--- config.mk ---
export PLATFORM = sky130hd
export DESIGN_NAME = vertical_horizontal_filter_flat
export DESIGN_NICKNAME = d
export VERILOG_FILES = /design/src/sv/vhf_pkg.sv /design/src/sv/vhf_channels.sv /design/src/sv/vhf_ram.sv /design/src/sv/vertical_horizontal_filter.sv /design/src/flat_wrapper.sv
export VERILOG_INCLUDE_DIRS = /design/src /design/src/sv
export SDC_FILE = /design/constraint.sdc
export NUM_CORES = 2
export LEC_CHECK = 0
export ABC_AREA = 1
export BUFFER_PORTS_ARGS = -buffer_cell sky130_fd_sc_hd__buf_2
export CORE_MARGIN = 2
export CORE_UTILIZATION = 40
export DETAILED_ROUTE_END_ITERATION = 16
export GPL_ROUTABILITY_DRIVEN = 0
export SETUP_SLACK_MARGIN = 0.02
export SLEW_MARGIN = 15
export SYNTH_ARGS = -nofsm -noshare
export SYNTH_HDL_FRONTEND = slang
export SYNTH_SLANG_ARGS = --single-unit
--- constraint.sdc ---
create_clock -name clk -period 9.05 [get_ports clk]
set_input_delay 0.4525 -clock clk [delete_from_list [all_inputs] [get_ports clk]]
set_output_delay 0.4525 -clock clk [all_outputs]
set_load 0.05 [all_outputs]
--- src/sv/vertical_horizontal_filter_macros.svh ---
// Assertion helpers, clocked on clk and disabled in reset.
`ifndef VERTICAL_HORIZONTAL_FILTER_MACROS_SVH
`define VERTICAL_HORIZONTAL_FILTER_MACROS_SVH

// same-cycle implication
`define VHF_ASSERT_NOW(lbl, ante, cons) \
  lbl: assert property (@(posedge clk) disable iff (rst) (ante) |-> (cons)) \
    else $error("vhf assertion failed");

// next-cycle implication
`define VHF_ASSERT_NEXT(lbl, ante, cons) \
  lbl: assert property (@(posedge clk) disable iff (rst) (ante) |=> (cons)) \
    else $error("vhf assertion failed");

`endif

--- src/sv/vhf_pkg.sv ---
package vhf_pkg;

  localparam int MAX_WINDOW  = 64;
  localparam int SAMPLE_BITS = 32;
  localparam int HIST_DEPTH  = MAX_WINDOW + 1;
  localparam int PTR_W       = $clog2(HIST_DEPTH);
  localparam int LEN_W       = 7;
  localparam int SUM_W       = 40;
  localparam int FRAC_BITS   = 16;
  localparam int RATIO_W     = FRAC_BITS + 1;
  localparam int DIV_STEPS   = RATIO_W;
  localparam int CNT_W       = $clog2(DIV_STEPS);
  localparam int ADDR_W      = 3;
  localparam int DATA_W      = 32;

  localparam logic [LEN_W-1:0] WINDOW_RESET = LEN_W'(14);
  localparam logic REG_WINDOW_LENGTH = 1'b0;

  typedef logic signed [SAMPLE_BITS-1:0] sample_t;
  typedef logic [RATIO_W-1:0] ratio_t;
  typedef logic [PTR_W-1:0] ptr_t;

  typedef enum logic [1:0] {
    ST_IDLE,
    ST_SCAN,
    ST_DIV,
    ST_DONE
  } state_t;

endpackage

--- src/sv/vhf_channels.sv ---
interface vhf_sample_if;
  import vhf_pkg::*;
  logic    valid;
  logic    ready;
  sample_t price_sample;
  modport source (output valid, output price_sample, input ready);
  modport sink (input valid, input price_sample, output ready);
endinterface

interface vhf_result_if;
  import vhf_pkg::*;
  logic   valid;
  logic   ready;
  ratio_t ratio;
  logic   zero_variation;
  modport source (output valid, output ratio, output zero_variation, input ready);
  modport sink (input valid, input ratio, input zero_variation, output ready);
endinterface

--- src/sv/vhf_ram.sv ---
module vhf_ram #(
  parameter int WIDTH = 32,
  parameter int DEPTH = 65
) (
  input  logic                     clk,
  input  logic                     we,
  input  logic [$clog2(DEPTH)-1:0] waddr,
  input  logic [WIDTH-1:0]         wdata,
  input  logic                     re,
  input  logic [$clog2(DEPTH)-1:0] raddr,
  output logic [WIDTH-1:0]         rdata
);

  logic [WIDTH-1:0] mem [DEPTH];

  always_ff @(posedge clk) begin
    if (we) begin
      mem[waddr] <= wdata;
    end
    if (re) begin
      rdata <= mem[raddr];
    end
  end

endmodule

--- src/sv/vertical_horizontal_filter.sv ---
// Vertical horizontal filter: takes one signed price sample per transfer and, once more
// than n samples have been seen, with n the effective window length (window_length
// clamped to 1..64), returns |max - min| / sum|diff| over the window as unsigned Q1.16
// (65536 = 1.0, larger ratios clamped to 1.0), or ratio 0 with zero_variation set when
// the sum is zero. Samples are taken only in idle: an item that gives a result keeps
// the block from taking the next sample until it has done n + 1 history reads through
// the single read port of the sample RAM, the registered read of that RAM, the
// bit-serial divider and the load of the output register, which a result still waiting
// in the output register holds off.
// A write to window_length in idle clears the warm-up count; write it only while the
// block is idle and no result is waiting.
`include "vertical_horizontal_filter_macros.svh"

module vertical_horizontal_filter (
  input  logic                      clk,
  input  logic                      rst,
  vhf_sample_if.sink                samples,
  vhf_result_if.source              results,
  input  logic                      psel,
  input  logic                      penable,
  input  logic                      pwrite,
  input  logic [vhf_pkg::ADDR_W-1:0] paddr,
  input  logic [vhf_pkg::DATA_W-1:0] pwdata,
  output logic [vhf_pkg::DATA_W-1:0] prdata,
  output logic                      pready
);

  import vhf_pkg::*;

  state_t state, state_next;

  logic [LEN_W-1:0] window_length;
  logic [LEN_W-1:0] eff_len;
  logic [LEN_W-1:0] seen, seen_next, seen_inc;
  ptr_t head, head_next, head_inc;
  ptr_t rd_ptr, rd_ptr_next;
  logic [LEN_W-1:0] iss_cnt, iss_cnt_next;
  logic ret_valid, ret_valid_next;
  logic [LEN_W-1:0] ret_age, ret_age_next;
  sample_t prev, prev_next, high, high_next, low, low_next;
  logic [SUM_W-1:0] sum, sum_next;
  logic [SUM_W:0] rem, rem_next, shifted;
  ratio_t quo, quo_next;
  logic [CNT_W-1:0] div_cnt, div_cnt_next;
  logic res_valid, res_valid_next;
  ratio_t res_ratio, res_ratio_next;
  logic res_zero, res_zero_next;

  logic cfg_wr, in_xfer, out_load;
  logic ram_re;
  sample_t ram_rdata;
  logic [SAMPLE_BITS:0] step_diff, step_abs, range_diff, range_abs;

  assign pready = 1'b1;
  assign cfg_wr = psel && penable && pwrite && (paddr[2] == REG_WINDOW_LENGTH);
  assign prdata = (paddr[2] == REG_WINDOW_LENGTH) ?
                  {{(DATA_W-LEN_W){1'b0}}, window_length} : '0;

  assign eff_len = (window_length == '0) ? LEN_W'(1) :
                   (window_length > LEN_W'(MAX_WINDOW)) ? LEN_W'(MAX_WINDOW) :
                   window_length;

  assign samples.ready          = (state == ST_IDLE);
  assign in_xfer                = samples.valid && samples.ready;
  assign results.valid          = res_valid;
  assign results.ratio          = res_ratio;
  assign results.zero_variation = res_zero;

  assign head_inc = (head == ptr_t'(HIST_DEPTH - 1)) ? '0 : head + ptr_t'(1);
  assign seen_inc = (seen < eff_len + LEN_W'(1)) ? seen + LEN_W'(1) : seen;

  vhf_ram #(
    .WIDTH(SAMPLE_BITS),
    .DEPTH(HIST_DEPTH)
  ) u_hist (
    .clk  (clk),
    .we   (in_xfer),
    .waddr(head_inc),
    .wdata(samples.price_sample),
    .re   (ram_re),
    .raddr(rd_ptr),
    .rdata(ram_rdata)
  );

  assign step_diff  = {prev[SAMPLE_BITS-1], prev} - {ram_rdata[SAMPLE_BITS-1], ram_rdata};
  assign step_abs   = step_diff[SAMPLE_BITS] ? -step_diff : step_diff;
  assign range_diff = {high[SAMPLE_BITS-1], high} - {low[SAMPLE_BITS-1], low};
  assign range_abs  = range_diff[SAMPLE_BITS] ? -range_diff : range_diff;
  assign shifted    = (div_cnt == '0) ? rem : {rem[SUM_W-1:0], 1'b0};

  always_comb begin
    state_next     = state;
    seen_next      = seen;
    head_next      = head;
    rd_ptr_next    = rd_ptr;
    iss_cnt_next   = iss_cnt;
    ret_valid_next = 1'b0;
    ret_age_next   = ret_age;
    prev_next      = prev;
    high_next      = high;
    low_next       = low;
    sum_next       = sum;
    rem_next       = rem;
    quo_next       = quo;
    div_cnt_next   = div_cnt;
    res_ratio_next = res_ratio;
    res_zero_next  = res_zero;
    res_valid_next = res_valid && !results.ready;
    ram_re         = 1'b0;
    out_load       = 1'b0;

    case (state)
      ST_IDLE: begin
        if (cfg_wr) begin
          seen_next = '0;
        end else if (in_xfer) begin
          head_next = head_inc;
          seen_next = seen_inc;
          if (seen_inc > eff_len) begin
            rd_ptr_next  = head_inc;
            iss_cnt_next = '0;
            state_next   = ST_SCAN;
          end
        end
      end
      ST_SCAN: begin
        if (iss_cnt <= eff_len) begin
          ram_re         = 1'b1;
          rd_ptr_next    = (rd_ptr == '0) ? ptr_t'(HIST_DEPTH - 1) : rd_ptr - ptr_t'(1);
          iss_cnt_next   = iss_cnt + LEN_W'(1);
          ret_valid_next = 1'b1;
          ret_age_next   = iss_cnt;
        end
        if (ret_valid) begin
          prev_next = ram_rdata;
          if (ret_age == '0) begin
            high_next = ram_rdata;
            low_next  = ram_rdata;
            sum_next  = '0;
          end else begin
            sum_next = sum + SUM_W'(step_abs[SAMPLE_BITS-1:0]);
            if (ret_age < eff_len) begin
              if (ram_rdata > high) high_next = ram_rdata;
              if (ram_rdata < low) low_next = ram_rdata;
            end
          end
          if (ret_age == eff_len) begin
            rem_next     = (SUM_W+1)'(range_abs[SAMPLE_BITS-1:0]);
            quo_next     = '0;
            div_cnt_next = '0;
            state_next   = ST_DIV;
          end
        end
      end
      ST_DIV: begin
        if (shifted >= {1'b0, sum}) begin
          rem_next = shifted - {1'b0, sum};
          quo_next = {quo[RATIO_W-2:0], 1'b1};
        end else begin
          rem_next = shifted;
          quo_next = {quo[RATIO_W-2:0], 1'b0};
        end
        div_cnt_next = div_cnt + CNT_W'(1);
        if (div_cnt == CNT_W'(DIV_STEPS - 1)) begin
          state_next = ST_DONE;
        end
      end
      ST_DONE: begin
        if (!res_valid || results.ready) begin
          out_load       = 1'b1;
          res_valid_next = 1'b1;
          res_zero_next  = (sum == '0);
          if (sum == '0) begin
            res_ratio_next = '0;
          end else if (quo > ratio_t'(1 << FRAC_BITS)) begin
            res_ratio_next = ratio_t'(1 << FRAC_BITS);
          end else begin
            res_ratio_next = quo;
          end
          state_next = ST_IDLE;
        end
      end
      default: state_next = ST_IDLE;
    endcase
  end

  always_ff @(posedge clk) begin
    if (rst) begin
      state         <= ST_IDLE;
      window_length <= WINDOW_RESET;
      seen          <= '0;
      head          <= '0;
      ret_valid     <= 1'b0;
      res_valid     <= 1'b0;
    end else begin
      state     <= state_next;
      seen      <= seen_next;
      head      <= head_next;
      ret_valid <= ret_valid_next;
      res_valid <= res_valid_next;
      if (cfg_wr) begin
        window_length <= pwdata[LEN_W-1:0];
      end
    end
  end

  always_ff @(posedge clk) begin
    rd_ptr    <= rd_ptr_next;
    iss_cnt   <= iss_cnt_next;
    ret_age   <= ret_age_next;
    prev      <= prev_next;
    high      <= high_next;
    low       <= low_next;
    sum       <= sum_next;
    rem       <= rem_next;
    quo       <= quo_next;
    div_cnt   <= div_cnt_next;
    res_ratio <= res_ratio_next;
    res_zero  <= res_zero_next;
  end

  `VHF_ASSERT_NOW(a_seen_capped, 1'b1, seen <= eff_len + LEN_W'(1))
  `VHF_ASSERT_NEXT(a_due_scans, in_xfer && !cfg_wr && (seen >= eff_len), state == ST_SCAN)
  `VHF_ASSERT_NOW(a_rem_bound, (state == ST_DIV) && (sum != '0), (rem < ({sum, 1'b0})))
  `VHF_ASSERT_NEXT(a_zero_flag, out_load && (sum == '0), res_zero && (res_ratio == '0))
  `VHF_ASSERT_NOW(a_ratio_max, res_valid, res_ratio <= ratio_t'(1 << FRAC_BITS))

endmodule
--- src/flat_wrapper.sv ---
// flat-port wrapper written by rule: the top's interface ports become plain ports
module vertical_horizontal_filter_flat import vhf_pkg::*;
  (clk, rst, psel, penable, pwrite, paddr, pwdata, prdata, pready, samples_valid, samples_price_sample, samples_ready, results_valid, results_ratio, results_zero_variation, results_ready);
  vhf_sample_if samples_i ();
  vhf_result_if results_i ();
  input  logic clk;
  input  logic rst;
  input  logic psel;
  input  logic penable;
  input  logic pwrite;
  input  logic [vhf_pkg::ADDR_W-1:0] paddr;
  input  logic [vhf_pkg::DATA_W-1:0] pwdata;
  output logic [vhf_pkg::DATA_W-1:0] prdata;
  output logic pready;
  input wire logic [$bits(samples_i.valid)-1:0] samples_valid;
  input wire logic [$bits(samples_i.price_sample)-1:0] samples_price_sample;
  output wire logic [$bits(samples_i.ready)-1:0] samples_ready;
  output wire logic [$bits(results_i.valid)-1:0] results_valid;
  output wire logic [$bits(results_i.ratio)-1:0] results_ratio;
  output wire logic [$bits(results_i.zero_variation)-1:0] results_zero_variation;
  input wire logic [$bits(results_i.ready)-1:0] results_ready;
  assign samples_i.valid = samples_valid;
  assign samples_i.price_sample = samples_price_sample;
  assign samples_ready = samples_i.ready;
  assign results_valid = results_i.valid;
  assign results_ratio = results_i.ratio;
  assign results_zero_variation = results_i.zero_variation;
  assign results_i.ready = results_ready;
  vertical_horizontal_filter u_core (.clk(clk), .rst(rst), .samples(samples_i), .results(results_i), .psel(psel), .penable(penable), .pwrite(pwrite), .paddr(paddr), .pwdata(pwdata), .prdata(prdata), .pready(pready));
endmodule
==> results.ini <==
[grt]
grt_pass1_wl_um = 466000
antenna_found_initial = 9
grt_pass1_vias = 73200
grt_max_degree = 223
track_usage = 0.228
grt.overflow.total = 0

[drt]
finalWirelength_um = 319000
first_pass_iters = 7
drt.antenna.violating_nets = 0
routed-via-count = 76100
vias_per_cell = 5.65
drcViolationCount = 0
routedWlPerCell_um = 23.7
drtIter0Drc = 8686

[placement]
io_buffers = 73
dp_slack_ns = 3.62
placed_cells = 13000
hpwl_um = 178000

[timing]
rsz0062_at_grt = false
tns_ns = 0
fin_hold_ws_ns = 0.120
finalHoldViolCount = 0
layout_min_cycle_time_ns = 5.47
fin_skew_ns = 0.111
slew_violations = 0
tightest_slew_ns = 1.20
fin_ws_ns = 3.58
finalSetupViolCount = 0
max_freq_mhz = 183
slew_headroom = 0.199
fin_crit_sh = 0.604

[finish]
fin_cells = 13500
layout_commonest_cell = edfxtp_1
fin_nets = 10000
syn_to_final_growth_pct = 11.9
final_cell_mix = 2350 x edfxtp_1, 1552 x nor2_1, 1407 x o21ai_0
drive_above_1_share = 0.0762

[clock_tree]
postCtsSetupBuffers = 0
cts-buffers-inserted = 247
cts_tree = yes
clock_path_buffers = 4
cts-htree-levels = 4
clockRootBuffer = clkbuf_16
cts.sink_count = 2375
insertion_delay_ns = 0.92
clk_pin_slew_ns = 0.06

[run_status]
outcome = finished, final reports clean

[power_and_ir_drop]
vdd_drop_max_v = 0.000395
leakage_nw = 42.1
p_per_area_nw_per_um2 = 288

[synthesis]
netlist_instances = 9716
synth-seq-cells = 2375
yosys_warnings = 0
syn-cell-area_um2 = 107000
avgSynthCellArea_um2 = 11.0
yosysSeqAreaShare = 0.663
yosysUniqueCellTypes = 62
async_flop_share = 0
synth_edf_count = 2350
synthFlopType = edfxtp_1

[die]
dieWidth_um = 522
start_util = 0.401
rows = 190
die_y_um = 522
die-area_um2 = 272000
io_pins = 127
core-area_um2 = 267000

[critical_path]
critPathKind = reg2reg
cp-end-kind = flip-flop
worst-path-max-fanout = 14
arrival_ns = 6.01
critPathLaunchType = flip-flop
rr_startpoint = u_core.window_length[2]
critPathLaunch = u_core.window_length[2]
crit_required_ns = 9.59

[min_path]
hold_class = in2reg
holdCritStartpoint = samples_price_sample[11]

[run]
max_cap_viol_count = 0

[critical path, cell delays in order, from the launching register on]
cell      delay (ns)
dfxtp_1         0.31
nor2_1          0.57
nand4_1         0.19
nand2_1         0.26
ha_1            0.24
nand2_1         0.08
nor2_1          0.23
xor2_1          0.20
ha_1            0.27
a21oi_1         0.13
nor2_1          0.05
a211oi_1        0.65
nand2_1         0.36
o21a_1          0.28
ha_1            0.27
nand2_1         0.06
o21ai_0         0.14
a21oi_1         0.08
o21ai_0         0.16
a21oi_1         0.11
nor3_2          0.19
buf_4           0.35
[stage by stage]
| stage | cell area [um^2] | utilization | power (mW) |
|---|---|---|---|
| after global routing | 120000 | 0.449 | 36.0 |
| final | 120000 | 0.449 | 34.5 |
| after floorplan | 107000 | - | 20.2 |
| after global placement | 112000 | 0.418 | 24.1 |
| after CTS | 120000 | 0.449 | 34.5 |
| after detailed placement | 112000 | 0.418 | 24.4 |
[report_power, final]
part,leakage (nW),total [mW],internal (mW),switching [mW]
clock network,3.92,10.2,5.98,4.24
logic,16.8,11.7,3.05,8.61
registers,21.4,12.7,12.5,0.160
[final timing paths]
check	to	cells past startpoint	slack, ns
max reg2reg	u_core.rd_ptr[3]	21	3.58
min	u_core.u_hist.mem[63][11]	1	0.12
max	u_core.rd_ptr[3]	21	3.58
min reg2reg	u_core.seen[6]	2	0.50
[state kept, by name, indices dropped and copies added, names as in the netlist, 17 cells and up]
| register | flops |
|---|---|
| u_core.high | 32 |
| u_core.low | 32 |
| u_core.prev | 32 |
| u_core.quo | 17 |
| u_core.rem | 41 |
| u_core.results.ratio | 17 |
| u_core.sum | 40 |
| u_core.u_hist.mem | 2080 |
| u_core.u_hist.rdata | 32 |
[cell families after synthesis]
logic type      Yosys count  synth area share
compound gates         2457             0.128
xor+xnor                 89           0.00734
fa+ha+maj               246            0.0290
buf+inv                1216            0.0458
flops                  2375             0.663
other cells               2         0.0000701
simple gates           3331             0.127
[cell usage after synthesis (all sizes together), types with 9 or more instances]
| library cell | number | area [um^2] |
|---|---|---|
| dfxtp | 25 | 500 |
| edfxtp | 2350 | 70600 |
| o2111ai | 10 | 87.6 |
| o21ai | 1432 | 7180 |
| nand3b | 21 | 158 |
| ha | 242 | 3030 |
| o211ai | 70 | 526 |
| nor3 | 37 | 200 |
| xor2 | 54 | 473 |
| o21bai | 9 | 67.6 |
| nand3 | 326 | 1690 |
| o221ai | 90 | 788 |
| buf | 181 | 1020 |
| clkbuf | 341 | 1280 |
| inv | 692 | 2600 |
| nor2 | 1634 | 6190 |
| o21a | 14 | 105 |
| nand2 | 1194 | 4570 |
| nand4 | 71 | 472 |
| o22ai | 509 | 3180 |
| a21o | 11 | 82.6 |
| nor4 | 24 | 150 |
| a31oi | 11 | 68.8 |
| a21oi | 280 | 1430 |
| xnor2 | 35 | 314 |
[area by class of cell]
| class | count | area (um^2) |
|---|---|---|
| fill | 24500 | 147000 |
| inverter | 694 | 2630 |
| multi-input combinational | 6149 | 31800 |
| sequential | 2375 | 71100 |
| tap | 3552 | 4440 |
| antenna | 5 | 12.5 |
| clock inverter | 153 | 1640 |
| clock buffer | 289 | 6400 |
| timing repair buffer | 255 | 1940 |
[metal layers]
metal | global-route usage | share of wire | vias to the layer above | wire (um)
met5 | 0 | 0.000041 | - | 13
met4 | 0.0980 | 0.045 | 2 | 14300
met1 | 0.300 | 0.41 | 37600 | 130000
met2 | 0.377 | 0.47 | 3105 | 151000
li1 | - | - | 34800 | -
met3 | 0.0317 | 0.078 | 588 | 24900
[repair_timing]
action,in CTS,in global routing
hold buffers,10,0
endpoints found under the hold margin,33,0
endpoints found under the setup margin,0,0
resized for setup,0,0
(Power assumes the default switching activity.)
